--- src/hw/rtl/h2r_pkg.sv ---
`timescale 1ns / 1ps
`default_nettype none
// ----------------------------------------------------------------------------
// h2r_pkg
// Shared types and helpers for the HSL to RGB color converter.
// ----------------------------------------------------------------------------
package h2r_pkg;

	// Sextant codes
	localparam logic [2:0] SEXT_RED_UP   = 3'd0;
	localparam logic [2:0] SEXT_GRN_DOWN = 3'd1;
	localparam logic [2:0] SEXT_GRN_UP   = 3'd2;
	localparam logic [2:0] SEXT_BLU_DOWN = 3'd3;
	localparam logic [2:0] SEXT_BLU_UP   = 3'd4;
	localparam logic [2:0] SEXT_RED_DOWN = 3'd5;

	typedef struct packed {
		logic [15:0] hue;
		logic [7:0]  saturation;
		logic [7:0]  lightness;
	} h2r_in_t;

	typedef struct packed {
		logic [7:0]  red;
		logic [7:0]  green;
		logic [7:0]  blue;
		logic [23:0] packed_color;
	} h2r_out_t;

	// Channel selection controls
	typedef struct packed {
		logic [2:0] sextant;
		logic       gray;
		logic [7:0] lightness;
	} h2r_sel_t;

	// floor(x / 255), exact for x up to 65279 (covers every V, M and ramp value)
	function automatic logic [7:0] div255(input logic [15:0] x);
		logic [16:0] t;
		t = {1'b0, x} + {9'd0, x[15:8]} + 17'd1;
		return t[15:8];
	endfunction

endpackage
`default_nettype wire

--- src/hw/rtl/h2r_if.sv ---
`timescale 1ns / 1ps
`default_nettype none
// ----------------------------------------------------------------------------
// h2r stream interfaces
// Valid/ready channels for HSL input triples and RGB results.
// ----------------------------------------------------------------------------
interface h2r_in_if;
	logic               valid;
	logic               ready;
	h2r_pkg::h2r_in_t   payload;

	modport source (output valid, output payload, input ready);
	modport sink   (input valid, input payload, output ready);
endinterface

interface h2r_out_if;
	logic               valid;
	logic               ready;
	h2r_pkg::h2r_out_t  payload;

	modport source (output valid, output payload, input ready);
	modport sink   (input valid, input payload, output ready);
endinterface
`default_nettype wire

--- src/hw/rtl/h2r_chan_sel.sv ---
`timescale 1ns / 1ps
`default_nettype none
// ----------------------------------------------------------------------------
// h2r_chan_sel
// Scales v, m and the two ramp values to 8 bits and routes them by sextant; gray forces lightness.
// ----------------------------------------------------------------------------
module h2r_chan_sel (
	input  wire logic [15:0]       big_v,
	input  wire logic [15:0]       big_m,
	input  wire logic [15:0]       ramp_up,
	input  wire logic [15:0]       ramp_dn,
	input  wire h2r_pkg::h2r_sel_t sel,
	output h2r_pkg::h2r_out_t      rgb
);
	import h2r_pkg::*;

	logic [7:0] cv, cm, mid1, mid2;
	logic [7:0] r, g, b;

	always_comb begin
		cv   = div255(big_v);
		cm   = div255(big_m);
		mid1 = div255(ramp_up);
		mid2 = div255(ramp_dn);
		case (sel.sextant)
			SEXT_RED_UP:   begin r = cv;   g = mid1; b = cm;   end
			SEXT_GRN_DOWN: begin r = mid2; g = cv;   b = cm;   end
			SEXT_GRN_UP:   begin r = cm;   g = cv;   b = mid1; end
			SEXT_BLU_DOWN: begin r = cm;   g = mid2; b = cv;   end
			SEXT_BLU_UP:   begin r = mid1; g = cm;   b = cv;   end
			default:       begin r = cv;   g = cm;   b = mid2; end
		endcase
		if (sel.gray) begin
			r = sel.lightness;
			g = sel.lightness;
			b = sel.lightness;
		end
		rgb.red          = r;
		rgb.green        = g;
		rgb.blue         = b;
		rgb.packed_color = {r, g, b};
	end

endmodule
`default_nettype wire

--- src/hw/rtl/hsl_to_rgb_converter.sv ---
`timescale 1ns / 1ps
`default_nettype none
// ----------------------------------------------------------------------------
// hsl_to_rgb_converter
// Five-stage pipelined HSL to 8-bit RGB converter with packed 24-bit output.
// ----------------------------------------------------------------------------
//  channel   dir  payload                              transaction
//  pix_in    in   hue[16] saturation[8] lightness[8]   one HSL triple
//  pix_out   out  red green blue[8] packed_color[24]   one RGB result
//
//  Five register stages: an accepted transaction enters s1, moves through
//  s2, s3 and s4 and is offered on pix_out from s5; throughput is one
//  transaction per clock while pix_out is ready. The stage count is set
//  by the 8x8 product L*S, the chroma add chain, the C*fraction multiplier,
//  the ramp adds and the divide-by-255 and sextant mux, one per stage.
//  Each stage loads when it is empty or its successor moves, so bubbles
//  collapse and input keeps flowing while a result waits on pix_out, until
//  the four stages behind it are full.
//  arst_n clears only the stage valid bits; data registers are not reset.
// ----------------------------------------------------------------------------
module hsl_to_rgb_converter #(
	parameter int FRACTION_BITS = 16
) (
	input  wire logic  clk,
	input  wire logic  arst_n,
	h2r_in_if.sink     pix_in,
	h2r_out_if.source  pix_out
);
	import h2r_pkg::*;

	localparam int FB = FRACTION_BITS;
	localparam int PW = 16 + FB;

	// Stage valid bits and load enables
	logic v_s1, v_s2, v_s3, v_s4, v_s5;
	logic en_s1, en_s2, en_s3, en_s4, en_s5;

	assign en_s5 = !v_s5 || pix_out.ready;
	assign en_s4 = !v_s4 || en_s5;
	assign en_s3 = !v_s3 || en_s4;
	assign en_s2 = !v_s2 || en_s3;
	assign en_s1 = !v_s1 || en_s2;
	assign pix_in.ready = en_s1;

	// Stage 1: L*S product and hue*6
	logic [7:0]  lit_s1, sat_s1;
	logic [15:0] ls_s1;
	logic [18:0] h6_s1;

	// Stage 2: V, M, C, sextant and fraction
	logic [7:0]    lit_s2;
	logic [15:0]   bv_s2, bm_s2, bc_s2;
	logic [2:0]    sext_s2;
	logic [FB-1:0] fq_s2;

	// Stage 3: C * fraction
	logic [7:0]  lit_s3;
	logic [15:0] bv_s3, bm_s3;
	logic [2:0]  sext_s3;
	logic [PW-1:0] prod_s3;

	// Stage 4: ramp numerators already shifted by FB
	h2r_sel_t    sel_s4;
	logic [15:0] bv_s4, bm_s4, up_s4, dn_s4;

	// Stage 5: output register
	h2r_out_t    rgb_s5;

	// Stage 2 combinational: chroma top and floor in units of 1/65025
	logic [17:0] bv_lo, bv_hi, bm_full;
	logic [15:0] bv_c, bm_c;
	logic [23:0] fr_wide;

	always_comb begin
		bv_lo   = ({2'd0, lit_s1, 8'd0} - {10'd0, lit_s1}) + {2'd0, ls_s1};
		bv_hi   = ({1'b0, ({1'b0, lit_s1} + {1'b0, sat_s1}), 8'd0}
		           - {9'd0, ({1'b0, lit_s1} + {1'b0, sat_s1})}) - {2'd0, ls_s1};
		bv_c    = lit_s1[7] ? bv_hi[15:0] : bv_lo[15:0];
		bm_full = {1'b0, lit_s1, 9'd0} - {9'd0, lit_s1, 1'b0} - {2'd0, bv_c};
		bm_c    = bm_full[15:0];
		fr_wide = {h6_s1[15:0], 8'd0};
	end

	// Stage 4 combinational: integer part and sticky of the ramp product
	logic [15:0] prod_int;
	logic        prod_sticky;
	logic [16:0] up_c, dn_c;

	always_comb begin
		prod_int    = prod_s3[PW-1:FB];
		prod_sticky = |prod_s3[FB-1:0];
		up_c        = {1'b0, bm_s3} + {1'b0, prod_int};
		dn_c        = {1'b0, bv_s3} - {1'b0, prod_int} - {16'd0, prod_sticky};
	end

	// Stage 5 combinational: scale and route
	h2r_out_t rgb_c;

	h2r_chan_sel u_chan_sel (
		.big_v   (bv_s4),
		.big_m   (bm_s4),
		.ramp_up (up_s4),
		.ramp_dn (dn_s4),
		.sel     (sel_s4),
		.rgb     (rgb_c)
	);

	// Valid bits
	always_ff @(posedge clk or negedge arst_n) begin
		if (!arst_n) begin
			v_s1 <= 1'b0;
			v_s2 <= 1'b0;
			v_s3 <= 1'b0;
			v_s4 <= 1'b0;
			v_s5 <= 1'b0;
		end else begin
			if (en_s1) v_s1 <= pix_in.valid;
			if (en_s2) v_s2 <= v_s1;
			if (en_s3) v_s3 <= v_s2;
			if (en_s4) v_s4 <= v_s3;
			if (en_s5) v_s5 <= v_s4;
		end
	end

	// Data registers
	always_ff @(posedge clk) begin
		if (en_s1 && pix_in.valid) begin
			lit_s1 <= pix_in.payload.lightness;
			sat_s1 <= pix_in.payload.saturation;
			ls_s1  <= pix_in.payload.lightness * pix_in.payload.saturation;
			h6_s1  <= {1'b0, pix_in.payload.hue, 2'd0} + {2'd0, pix_in.payload.hue, 1'b0};
		end
		if (en_s2 && v_s1) begin
			lit_s2  <= lit_s1;
			bv_s2   <= bv_c;
			bm_s2   <= bm_c;
			bc_s2   <= bv_c - bm_c;
			sext_s2 <= h6_s1[18:16];
			fq_s2   <= fr_wide[23 -: FB];
		end
		if (en_s3 && v_s2) begin
			lit_s3  <= lit_s2;
			bv_s3   <= bv_s2;
			bm_s3   <= bm_s2;
			sext_s3 <= sext_s2;
			prod_s3 <= PW'(bc_s2) * PW'(fq_s2);
		end
		if (en_s4 && v_s3) begin
			sel_s4.sextant   <= sext_s3;
			sel_s4.gray      <= (bv_s3 == 16'd0);
			sel_s4.lightness <= lit_s3;
			bv_s4 <= bv_s3;
			bm_s4 <= bm_s3;
			up_s4 <= up_c[15:0];
			dn_s4 <= dn_c[15:0];
		end
		if (en_s5 && v_s4) begin
			rgb_s5 <= rgb_c;
		end
	end

	assign pix_out.valid   = v_s5;
	assign pix_out.payload = rgb_s5;

	// Checks
	a_accept_enters_s1: assert property (@(posedge clk) disable iff (!arst_n)
		(pix_in.valid && pix_in.ready) |=> v_s1)
		else $error("accepted transaction did not enter stage 1");

	a_stalled_result_held: assert property (@(posedge clk) disable iff (!arst_n)
		(v_s5 && !pix_out.ready) |=> (v_s5 && $stable(rgb_s5)))
		else $error("stalled result was dropped or changed");

	a_floor_below_top: assert property (@(posedge clk) disable iff (!arst_n)
		v_s2 |-> (bm_s2 <= bv_s2))
		else $error("chroma floor above chroma top");

	a_packed_matches: assert property (@(posedge clk) disable iff (!arst_n)
		v_s5 |-> (rgb_s5.packed_color == {rgb_s5.red, rgb_s5.green, rgb_s5.blue}))
		else $error("packed color disagrees with channels");

endmodule
`default_nettype wire

--- src/flat_wrapper.sv ---
// flat-port wrapper written by rule: the top's interface ports become plain ports
module hsl_to_rgb_converter_flat import h2r_pkg::*;
#(
	parameter int FRACTION_BITS = 16
)
  (clk, arst_n, pix_in_valid, pix_in_payload, pix_in_ready, pix_out_valid, pix_out_payload, pix_out_ready);
  h2r_in_if pix_in_i ();
  h2r_out_if pix_out_i ();
  input  wire logic clk;
  input  wire logic arst_n;
  input wire logic [$bits(pix_in_i.valid)-1:0] pix_in_valid;
  input wire logic [$bits(pix_in_i.payload)-1:0] pix_in_payload;
  output wire logic [$bits(pix_in_i.ready)-1:0] pix_in_ready;
  output wire logic [$bits(pix_out_i.valid)-1:0] pix_out_valid;
  output wire logic [$bits(pix_out_i.payload)-1:0] pix_out_payload;
  input wire logic [$bits(pix_out_i.ready)-1:0] pix_out_ready;
  assign pix_in_i.valid = pix_in_valid;
  assign pix_in_i.payload = pix_in_payload;
  assign pix_in_ready = pix_in_i.ready;
  assign pix_out_valid = pix_out_i.valid;
  assign pix_out_payload = pix_out_i.payload;
  assign pix_out_i.ready = pix_out_ready;
  hsl_to_rgb_converter #(.FRACTION_BITS(FRACTION_BITS)) u_core (.clk(clk), .arst_n(arst_n), .pix_in(pix_in_i), .pix_out(pix_out_i));
endmodule
--- config.mk ---
export PLATFORM = sky130hd
export DESIGN_NAME = hsl_to_rgb_converter_flat
export DESIGN_NICKNAME = d
export VERILOG_FILES = /design/src/hw/rtl/h2r_pkg.sv /design/src/hw/rtl/h2r_if.sv /design/src/hw/rtl/h2r_chan_sel.sv /design/src/hw/rtl/hsl_to_rgb_converter.sv /design/src/flat_wrapper.sv
export SDC_FILE = /design/constraint.sdc
export NUM_CORES = 1
export LEC_CHECK = 0
export BUFFER_PORTS_ARGS = -buffer_cell sky130_fd_sc_hd__buf_2
export CORE_MARGIN = 8
export CORE_UTILIZATION = 30
export CTS_CLUSTER_SIZE = 24
export DETAILED_ROUTE_END_ITERATION = 10
export HOLD_SLACK_MARGIN = 0.02
export PLACE_DENSITY_LB_ADDON = 0.3
export REMOVE_ABC_BUFFERS = 1
export SLEW_MARGIN = 40
export SYNTH_ARGS = -nofsm -noshare
export SYNTH_HDL_FRONTEND = slang
export SYNTH_SLANG_ARGS = --single-unit
--- constraint.sdc ---
create_clock -name clk -period 18.5 [get_ports clk]
set_clock_uncertainty 0.05 [all_clocks]
set_input_delay 2.775 -clock clk [delete_from_list [all_inputs] [get_ports clk]]
set_output_delay 2.775 -clock clk [all_outputs]
set_load 0.01 [all_outputs]
* Word level (Yosys, flattened, before mapping)
Index checks and enable logic that the tools add are counted.
** Storage, ports and cells
- Register bits :: 330
- Latch bits :: 0
- RAM bits :: 0
- Bits in read-only memories :: 0
- Input port bits :: 36
- Output and inout port bits :: 50
- Logic and storage cells :: 86
- Memories kept :: 0
** Operators by class
- Add/sub/neg operators :: 20
- $mul :: 2
- Div/mod/pow operators :: 0
- Order comparisons :: 0
- Equal/unequal tests :: 4
- Shifts and indexed selects :: 0
- Mux-type cells :: 7
- Bitwise operators :: 0
- Reduce and logical (&&, ||, !) cells :: 22
** Operators by type and width (number)
- $pmux 8 s3 :: 3
- $add 16x1->16 const B :: 4
- $add 16x8->16 :: 4
- $sub 16x16->16 :: 4
- $add 16x16->16 :: 2
- $mul 16x16->32 :: 1
- $sub 16x9->16 :: 2
- $mux 8 :: 3
- $add 18x17->19 :: 1
- $logic_not 16->1 :: 1
- $mul 8x8->16 :: 1
- $mux 16 :: 1
- $reduce_or 16->1 :: 1
- $sub 16x1->16 :: 1
- $sub 16x8->16 :: 1
- $add 8x8->9 :: 1
- $reduce_or 2->1 :: 4
- $eq 3x2->1 const B :: 2
- $logic_and 1x1->1 :: 5
- $logic_not 1->1 :: 5
- $logic_or 1x1->1 :: 5
- $eq 3x1->1 const B :: 1
- $eq 3x3->1 const B :: 1
- $logic_not 3->1 :: 1

* Logic depth before layout (Yosys ltp)
Gate-level depths: netlist (run 1).
- Depth after elaboration :: 7
- Gate-level depth with buffers :: 33
- Depth with buffers taken out :: 33

* By module
From an unflattened synthesis (run 1), not the netlist that was laid out.
** Unflattened totals
- Cells, all modules :: 2643
- Area total of the unflattened synthesis :: 27802.9 µm²
** Modules (own cells, without submodules)
- hsl_to_rgb_converter :: times used 1, cells an instance 2254, area each 25132.9 µm², seq. area each 9644.2 µm²
- h2r_chan_sel :: times used 1, cells an instance 389, area each 2670.1 µm², seq. area each 0.0 µm²

* Worst setup path after synthesis (run 1)
No wires, ideal clock.
- Path kind :: input port to flip-flop
- From :: input pix_in_payload[5]
- To :: register u_core.ls_s1[13], data pin
- Arrival time :: 6.611 ns
- Data required time :: 18.192 ns
- Path slack :: 11.582 ns
- Stages on the path :: 18
- Path buffers :: 1
- Path through :: clkbuf_1 > nand2_1 > fa_1 > fa_1 > inv_1 > fa_1 > inv_1 > fa_1 > inv_1 > ha_1 > a21boi_0 > o21ai_1 > a21boi_0 > o21ai_0 > a21boi_1 > o21ai_0 > nor2b_1 > xnor2_1
** Between the ends
- Longest elaborated chain between the ends :: 1
** Ends and longest elaborated chain
- start, declared :: line flat_wrapper.sv:12 : input wire logic [$bits(pix_in_i.payload)-1:0] pix_in_payload;
- $mul 8x8->16 :: line hsl_to_rgb_converter.sv:130 : ls_s1 <= pix_in.payload.lightness * pix_in.payload.saturation;
- end signal, assigned :: line hsl_to_rgb_converter.sv:130
- end, declared :: line hsl_to_rgb_converter.sv:47 : logic [15:0] ls_s1;
No other way between the ends.
A chain may end at the register's enable or synchronous reset.

* Worst setup path after layout (run 1)
- From :: register u_core.lit_s1[0]
- To :: register u_core.bc_s2[14], data pin
** Between the ends
- Longest elaborated chain between the ends :: 6
** Ends and longest elaborated chain
- start, declared :: line hsl_to_rgb_converter.sv:46 : logic [7:0] lit_s1, sat_s1;
- start signal, assigned :: line hsl_to_rgb_converter.sv:128 : lit_s1 <= pix_in.payload.lightness;
- $add 8x8->9 :: line hsl_to_rgb_converter.sv:76 : bv_hi = ({1'b0, ({1'b0, lit_s1} + {1'b0, sat_s1}), 8'd0}
- $sub 16x9->16 :: line hsl_to_rgb_converter.sv:77 : - {9'd0, ({1'b0, lit_s1} + {1'b0, sat_s1})}) - {2'd0, ls_s1};
- $sub 16x16->16 :: line hsl_to_rgb_converter.sv:77
- $mux 16 (*) :: line hsl_to_rgb_converter.sv:78 : bv_c = lit_s1[7] ? bv_hi[15:0] : bv_lo[15:0];
- named net u_core.bv_c[9] :: line hsl_to_rgb_converter.sv:71 : logic [15:0] bv_c, bm_c;
- $sub 16x16->16 (*) :: line hsl_to_rgb_converter.sv:79 : bm_full = {1'b0, lit_s1, 9'd0} - {9'd0, lit_s1, 1'b0} - {2'd0, bv_c};
- named net u_core.bm_full[10] :: line hsl_to_rgb_converter.sv:70 : logic [17:0] bv_lo, bv_hi, bm_full;
- $sub 16x16->16 (*) :: line hsl_to_rgb_converter.sv:137 : bc_s2 <= bv_c - bm_c;
- end signal, assigned :: line hsl_to_rgb_converter.sv:137
- end, declared :: line hsl_to_rgb_converter.sv:52 : logic [15:0] bv_s2, bm_s2, bc_s2;
Mark *: on every way through the listed nets, which the timed path passes. The rest lies on a longest branch.

==> results of run 1 <==
[path summary, 6_finish.rpt]
path / end / from / slack [ps] / depth (start not counted)
max: u_core.bc_s2[14] / u_core.lit_s1[0] / 11220 / 30
min: u_core.bm_s3[12] / u_core.bm_s2[12] / 360 / 0
max reg2reg: u_core.bc_s2[14] / u_core.lit_s1[0] / 11220 / 30
min reg2reg: u_core.bm_s3[12] / u_core.bm_s2[12] / 360 / 0
max in group asynchronous: u_core.v_s1 / arst_n / 16280 / 1
min in group asynchronous: u_core.v_s2 / arst_n / 1980 / 1
[per-stage QoR]
step	setup WS (ps)	util, %
2_1_floorplan	11750	-
3_3_place_gp	11310	32.12
3_5_place_dp	11240	32.17
4_1_cts	11230	33.48
5_1_grt	10670	33.48
6_report	11220	33.48
[cell usage after synthesis, types with 32 or more instances]
cell,number,area [um^2]
ha_1,330,4129
xor2_1,39,341.6
clkbuf_1,47,176.4
xnor2_1,120,1051
edfxtp_1,293,8798
fa_1,221,4424
o21ai_1,40,200.2
inv_1,433,1625
nand2_1,283,1062
a21oi_1,98,490.5
o21a_1,32,240.2
and2_1,112,700.7
o21ai_0,41,205.2
nor2_1,113,424.2
[cell type report]
cell class,instances,area [um^2]
repair buffers,93,518.0
flip-flops and latches,298,8924
inverters,435,1633
well taps,1165,1458
clock inverters,20,267.8
multi-input cells,1797,15950
fillers,8914,58880
clock buffers,41,887.1
[cells by family after synthesis]
kind of cell / after synthesis / synth area share, %
other: 2 / 0.02800
multiplexers: 23 / 0.8864
flip-flops: 298 / 33.27
adder cells (fa/ha/maj): 552 / 31.93
XOR/XNOR: 159 / 5.192
buffers and inverters: 506 / 7.418
AO/OA/AOI/OAI: 385 / 9.517
AND/OR/NAND/NOR: 669 / 11.76
[metal layers]
metal | global-route usage (%) | share of wire, % | up-vias
met5 | 0 | 0 | -
met2 | 21.64 | 49 | 232
met4 | 3.580 | 2.5 | 0
met3 | 1.467 | 2.9 | 78
met1 | 16.21 | 46 | 8519
li1 | - | - | 8810
[flip-flops by register name, summed over array words and instances, names as in the netlist, 8 cells and up]
name and flops:
u_core.dn_s4 16, u_core.prod_s3 30, u_core.fq_s2 15, u_core.bm_s4 16, u_core.bm_s3 16, u_core.bv_s2 15
u_core.up_s4 16, u_core.bm_s2 16, u_core.pix_out.payload 24, u_core.lit_s1 8, u_core.lit_s3 8, u_core.sel_s4 12
u_core.bv_s4 15, u_core.h6_s1 18, u_core.lit_s2 8, u_core.bv_s3 15, u_core.ls_s1 16, u_core.sat_s1 8
u_core.bc_s2 15
[critical path, delay by kind of cell (launching register included)]
kind,cells,cell delay [ps]
AOI/OAI and AO/OA,10,1980
xor gates and xnor gates,3,420
adders and majority gates,9,3130
buffers and inverters,3,140
DFF,1,470
and+or+nand+nor,5,840
==> results by stage, run 1 <==
Setup path:
- The worst setup path is captured at a flop.
- Among all stages on the critical path, the largest delay is contributed by fa_1.
- The critical path launch point type is a flop.
- At the worst endpoint, the required time is 18750 ps.
- Counting stages on the worst path, the most repeated cell is ha_1.
- The worst setup path is of the flop to flop kind.
- The arrival time at the worst endpoint is 7530 ps.
- The stage delay of the slowest cell on the critical path is 490 ps.
- The critical-path maximum fanout is 5.

Drt:
- The via density per instance is 4.583.
- After detailed routing, the number of remaining DRC violations is 0.
- The remaining antenna violation count is 0.
- The routed layout has 17640 vias.
- The first detailed-routing pass ran for 5 iterations.
- Summed over all layers, the routed wires come to approximately 61000 um.
- The post-detailed-route wirelength per cell is between 15 and 20 um.
- For this block, the initial DRC count from the detailed router was 811.

Logic synthesis:
- Sequential elements use 33.27% of the synthesized area.
- Counting distinct cell types in the post-synthesis netlist gives 77.
- The mapped netlist covers ~0.027 mm^2.
- The post-synthesis instance total is 2594.
- Counting flops with an async set or reset pin after synthesis yields a share of under 10%.
- In this run, synthesis inferred 293 flip-flops with an integrated enable.
- The most used flip-flop cell after synthesis is edfxtp_1.
- The post-synthesis sequential element count is 298.
- During synthesis, Yosys emitted a total of 0 warnings.
- In this run the mean area of a mapped cell was a little over 10 um^2.

Clock tree:
- The number of gates given a new drive strength after cts is 0.
- The count of buffers added by post-CTS timing repair for setup is 0.
- Clock tree synthesis found a total of between 200 and 300 sinks.
- In this run the deepest clock path goes through 3 buffers.
- The clock transition at the registers of the reported paths is around 60 ps.
- CTS built an H-tree with a depth of 2.
- The number of buffers inserted during clock tree synthesis is 34.
- The clock network latency to the later pin of the worst-skew pair is 550 ps.
- The clock tree from TritonCTS is yes.
- The number of hold buffers added after CTS was 0.
- The master cell of the clock root buffer is clkbuf_16.

STA:
- For this run, the top clock speed supported by timing is 0.1373 GHz.
- The minimum clock period after layout is about 7300 ps.
- The max-slew violation total from the final report is 0.
- The count of final hold-check violations came to 0.
- The fraction of the cycle the final worst path needs is 39.37%.
- Setup repair after global routing left no endpoint under its margin.
- Measured against its own limit, the worst slew margin works out to about 44%.
- For the pin with the worst max-slew slack, the measured transition is 823.3 ps.
- The number of failing setup endpoints in the final timing report is 0.
- Setup total negative slack on the finished layout was measured at 0 ps.
- The worst slack on hold paths is 356.5 ps.

GRT:
- The first global-routing pass estimated 99110 um of wire.
- The maximum number of pins on one net before global-route repair is 73.
- The number of antenna violations at the first check in global routing is 1.
- The total overflow left after global routing is 0.
- The via count of the first global-routing pass was 18160.
- The total routing usage reported by global routing is 12.43%.

Placement:
- The instance area after placement is 0.02848 mm^2.
- The placed cell count is 3788.
- The last weighted congestion value of the routability-driven placer is 0.8282.
- Detailed placement ended at an HPWL of 49230 um.
- The count of buffers from port buffering is 85.

Floorplan:
- In this run the count of I/O pins placed on the die edge is 86.
- In this run the horizontal extent of the chip is 315.0 um.
- The floorplan step defined a die boundary enclosing 0.09922 mm^2.
- After floorplanning, the core was sized to cover 0.08851 mm^2.
- The initial utilization of the core area, before any placement, comes to a little under a third.
- The floorplan has 109 rows.
- The die is 315.0 um tall.

Final layout:
- The post-synthesis to final-layout area growth is 10.50%.
- The library cell used most frequently in the layout, excluding fill and tap cells, is inv_1.
- The share of layout cells above drive strength 1 is under 10%.
- The number of nets in the finished design is 3246.
- Summing all non-filler instances in the final layout gives an area of 0.02964 mm^2.
- The antenna diode count is 0.
- The number of cells in the finished layout apart from fillers is 3849.
- In the layout the commonest cells are inv_1 (433), ha_1 (330), edfxtp_1 (293), nand2_1 (283), fa_1 (221).

Worst hold path:
- The type of the worst min-delay path is flop to flop.

Status:
- The flow ran to the end, and the final reports show no timing, DRC or antenna violations.

Flow run:
- The tool flagged a number of max-cap violations equal to 0.
Power of run 1 is not shown: default switching activity piles up to over one toggle a cycle in this logic, so the estimate is an artifact.
==> run 2, diff against run 1 <==
--- a/config.mk
+++ b/config.mk
@@ -5,6 +5,7 @@
 export SDC_FILE = /design/constraint.sdc
 export NUM_CORES = 1
 export LEC_CHECK = 0
+export ABC_AREA = 1
 export BUFFER_PORTS_ARGS = -buffer_cell sky130_fd_sc_hd__buf_2
 export CORE_MARGIN = 8
 export CORE_UTILIZATION = 30
==> constraint.sdc (replaced) <==
create_clock -name clk -period 6.4 [get_ports clk]
set_clock_uncertainty 0.05 [all_clocks]
set_input_delay 0.96 -clock clk [delete_from_list [all_inputs] [get_ports clk]]
set_output_delay 0.96 -clock clk [all_outputs]
set_load 0.01 [all_outputs]
==> results by stage, run 2 <==
Setup path:
- The critical path crosses 19 cells after its start point.
- The termination of the worst setup path is u_core.prod_s3[24].
- The largest delay contributor family on the critical path is adder cells.
- The arrival time at the worst endpoint is around 6400 ps.
- The setup slack on the worst flop-to-flop path is 300 ps.
- Counting both buffers and inverters, the worst setup path holds a total of 3.
- The start-to-end type of the worst setup path is flop to flop.
- Along the worst path, the maximum fanout reaches 11.
- The endpoint identified for the worst register-to-register timing path is u_core.prod_s3[24].
- On the worst path, the slowest cell contributes a delay of 760 ps.
- The worst endpoint required time is 6680 ps.
- The critical path goes through nand2_1 -> fa_1 -> inv_1 -> fa_1 -> inv_1 -> fa_1 -> fa_1 -> inv_1 -> fa_1 -> fa_1 -> ha_1 -> a21o_1 -> a21boi_0 -> o21ai_0 -> a21oi_1 -> o21ai_2 -> nand4_1 -> nand2_1 -> xor2_1.
- The most critical setup path has its startpoint at u_core.bc_s2[5].
- The worst setup path is captured at a flop.
- The number of cells on the worst reg-to-reg path is 19.
- For this design, the slowest cell found on the critical path is edfxtp_1.
- STA classifies the critical path startpoint as a flop.
- The most common cell type on the critical path is fa_1.
- The beginning of the worst register-to-register path is u_core.bc_s2[5].

Logic synthesis:
- The most common cell in the netlist is nand2_1.
- The mapped netlist covers 0.02802 mm^2.
- After synthesis, the cell types taking the most area are edfxtp_1 (31%), fa_1 (16%), ha_1 (15%), nand2_1 (9.8%), inv_1 (9.2%).
- Yosys mapped the design onto 58 distinct sky130hd cell types.
- Averaged over all synthesized cells, the footprint is 8.873 um^2.
- The share of Yosys cell area claimed by the top area cell type is 31.40%.
- For this run, the number of Yosys warnings is 0.
- After synthesis, the share of flip-flops with an asynchronous set or reset is 1.678%.
- The synthesized design spends more area on one cell type than any other, namely edfxtp_1.
- In this run, synthesis inferred 293 flip-flops with an integrated enable.
- Synthesis handed over a netlist of roughly 3200 instances.
- By count the netlist is led by nand2_1 (728), inv_1 (689), ha_1 (330).
- The sequential fraction of the synthesis area is a little under a third.
- Among all flip-flop cells after synthesis, the most frequent one is edfxtp_1.
- The synthesized design contains between 200 and 300 register bits.

Clock tree:
- The number of H-tree branching levels is 1.
- The clock sink count is 298.
- TritonCTS built the clock tree.
- The cell sitting at the root of the clock tree is a clkbuf_16.
- The maximum buffer depth of the clock tree is 3.
- The number of buffers inserted during clock tree synthesis is 31.
- The clock transition at the registers of the reported paths is 70 ps.
- The clock network latency to the later pin of the worst-skew pair is 580 ps.

Placement:
- During placement, the flow inserted port buffers numbering 85.
- The last weighted congestion value of the routability-driven placer is 0.8868.
- OpenSTA, run right after detailed placement, puts the worst setup slack at between 150 and 200 ps.
- The HPWL after detailed placement is 58730 um.

GRT:
- For this run the aggregate overflow at the end of global routing stands at 0.
- The global-route wire length before repair is 112600 um.
- Global routing consumed, over all layers together, around 14% of the routing resources.
- The maximum number of pins on one net before global-route repair is 59.
- The number of antenna violations at the first check in global routing was 0.
- The via count of the first global-routing pass came to between 20000 and 25000.

Drt:
- The number of DRC markers after the initial detailed-route iteration is around 1000.
- The total vias in the final route is 20430.
- The count of nets left with antenna violations once routing finished came out at 0.
- The detailed-routing iteration count for the pre-antenna-repair pass is 6.
- The number of remaining DRC errors is 0.
- The via density per instance is 4.500.
- The post-detailed-route wirelength per cell is 15.66 um.
- The routed design has 71110 um of wire.

Flow run:
- Max-cap violations in this run came to 0.

Floorplan:
- The floorplan step defined a die boundary enclosing 0.1034 mm^2.
- The die width is 321.6 um.
- Pin placement for this block handled 86 I/O pins.
- From bottom edge to top edge, the die measures 321.6 um.
- The core region is 0.09291 mm^2.
- The effective utilization at floorplan is a little under a third.
- The count of standard-cell rows is 112.

Final layout:
- The area growth from synthesis to layout is 12.02%.
- The library cells used most frequently in the layout, excluding fill and tap cells, are nand2_1 (725), inv_1 (687), ha_1 (319), edfxtp_1 (293), fa_1 (219).
- Of the cells placed in the final design, the portion with a size suffix greater than 1 is slightly above 9%.
- The most common cell after layout, fill and taps aside is nand2_1.
- The number of nets in the finished design is 3848.
- The flip-flop count of the largest register after layout is 30.
- The antenna diode count is 0.
- The area taken by flip-flops and latches is around 0.0089 mm^2.
- Counting flops per register, the top entry is u_core.prod_s3.
- The combined area of the multi-input logic cells is 0.01635 mm^2.
- The final cell utilization of the core is between 30% and 40%.
- The layout has 9653 filler cells.

STA:
- The transition at the pin with the smallest max-transition slack is 836.9 ps.
- The max-slew violation total from the final report is 0.
- The relative slew slack is 44.20%.
- After layout, the worst path uses 95.39% of the clock period.
- In the post-route analysis, the smallest setup slack over all paths is 295.3 ps.
- Timing would allow up to roughly 0.16 GHz.
- The minimum clock period after layout is between 6000 and 7000 ps.
- The count of final hold-check violations is 0.
- In the final timing run, aggregate negative setup slack is 0 ps.
- Setup repair after global routing left no endpoint under its margin.
- Setup violations remaining at the end of the flow were counted as 0.

Status:
- The run finished with clean final reports.

Worst hold path:
- The type of the worst min-delay path is input pin to asynchronous set/reset pin.
[run 2: cell type report]
cell class	count	area share (%)
Tap cell	1254	4.998
Sequential cell	298	28.43
Inverter	696	8.326
Multi-Input combinational cell	2094	52.09
Clock buffer	40	2.706
Clock inverter	18	0.6537
Timing Repair Buffer	140	2.802
[run 2: routing by layer]
layer | track usage, % | wire [um]
met2 | 24.19 | 34780
met1 | 17.65 | 31860
met5 | 0 | 0
met4 | 3.023 | 1581
met3 | 1.582 | 2889
[run 2: timing repair]
action,CTS,global route
setup endpoints to repair,0,8
buffers inserted,0,18
hold buffers,0,0
resized for setup,0,31
endpoints found under the hold margin,0,0
[run 2: worst register-to-register path, delay by kind of cell, from the launching register on]
family                   cells  cell delay (ps)
flip-flops                   1              760
XOR/XNOR                     1              150
buffers and inverters        3              150
adder cells (fa/ha/maj)      7             3330
AND/OR/NAND/NOR              3              300
AO/OA/AOI/OAI                5             1130
[run 2: stage by stage]
step / hold WS (ps) / area [um^2] / std cells
3_5_place_dp: 354.5 / 29960 / 4464
2_1_floorplan: 350.3 / 27670 / 3088
5_1_grt: 119.1 / 31390 / 4540
3_3_place_gp: 351.1 / 29960 / 4464
4_1_cts: 109.2 / 31020 / 4522
6_report: 147.2 / 31390 / 4540
[run 2: worst min path at each step]
stage | to | slack (ps) | cells past startpoint | startpoint
4_1_cts | u_core.v_s2 | 110 | 1 | arst_n
3_5_place_dp | u_core.bv_s3[15] | 350 | 0 | u_core.bv_s2[15]
3_3_place_gp | u_core.bv_s3[2] | 350 | 0 | u_core.bv_s2[2]
6_report | u_core.v_s2 | 150 | 1 | arst_n
5_1_grt | u_core.v_s2 | 120 | 1 | arst_n
2_1_floorplan | u_core.bm_s3[0] | 350 | 0 | u_core.bm_s2[0]
[run 2: kinds of logic after synthesis]
group	synth area share (%)
AND/OR/NAND/NOR	16.10
buffers and inverters	10.68
other	0.02680
XOR/XNOR	3.871
AO/OA/AOI/OAI	6.957
adder cells (fa/ha/maj)	30.52
flip-flops	31.84
Power of run 2 is left out for the same reason.
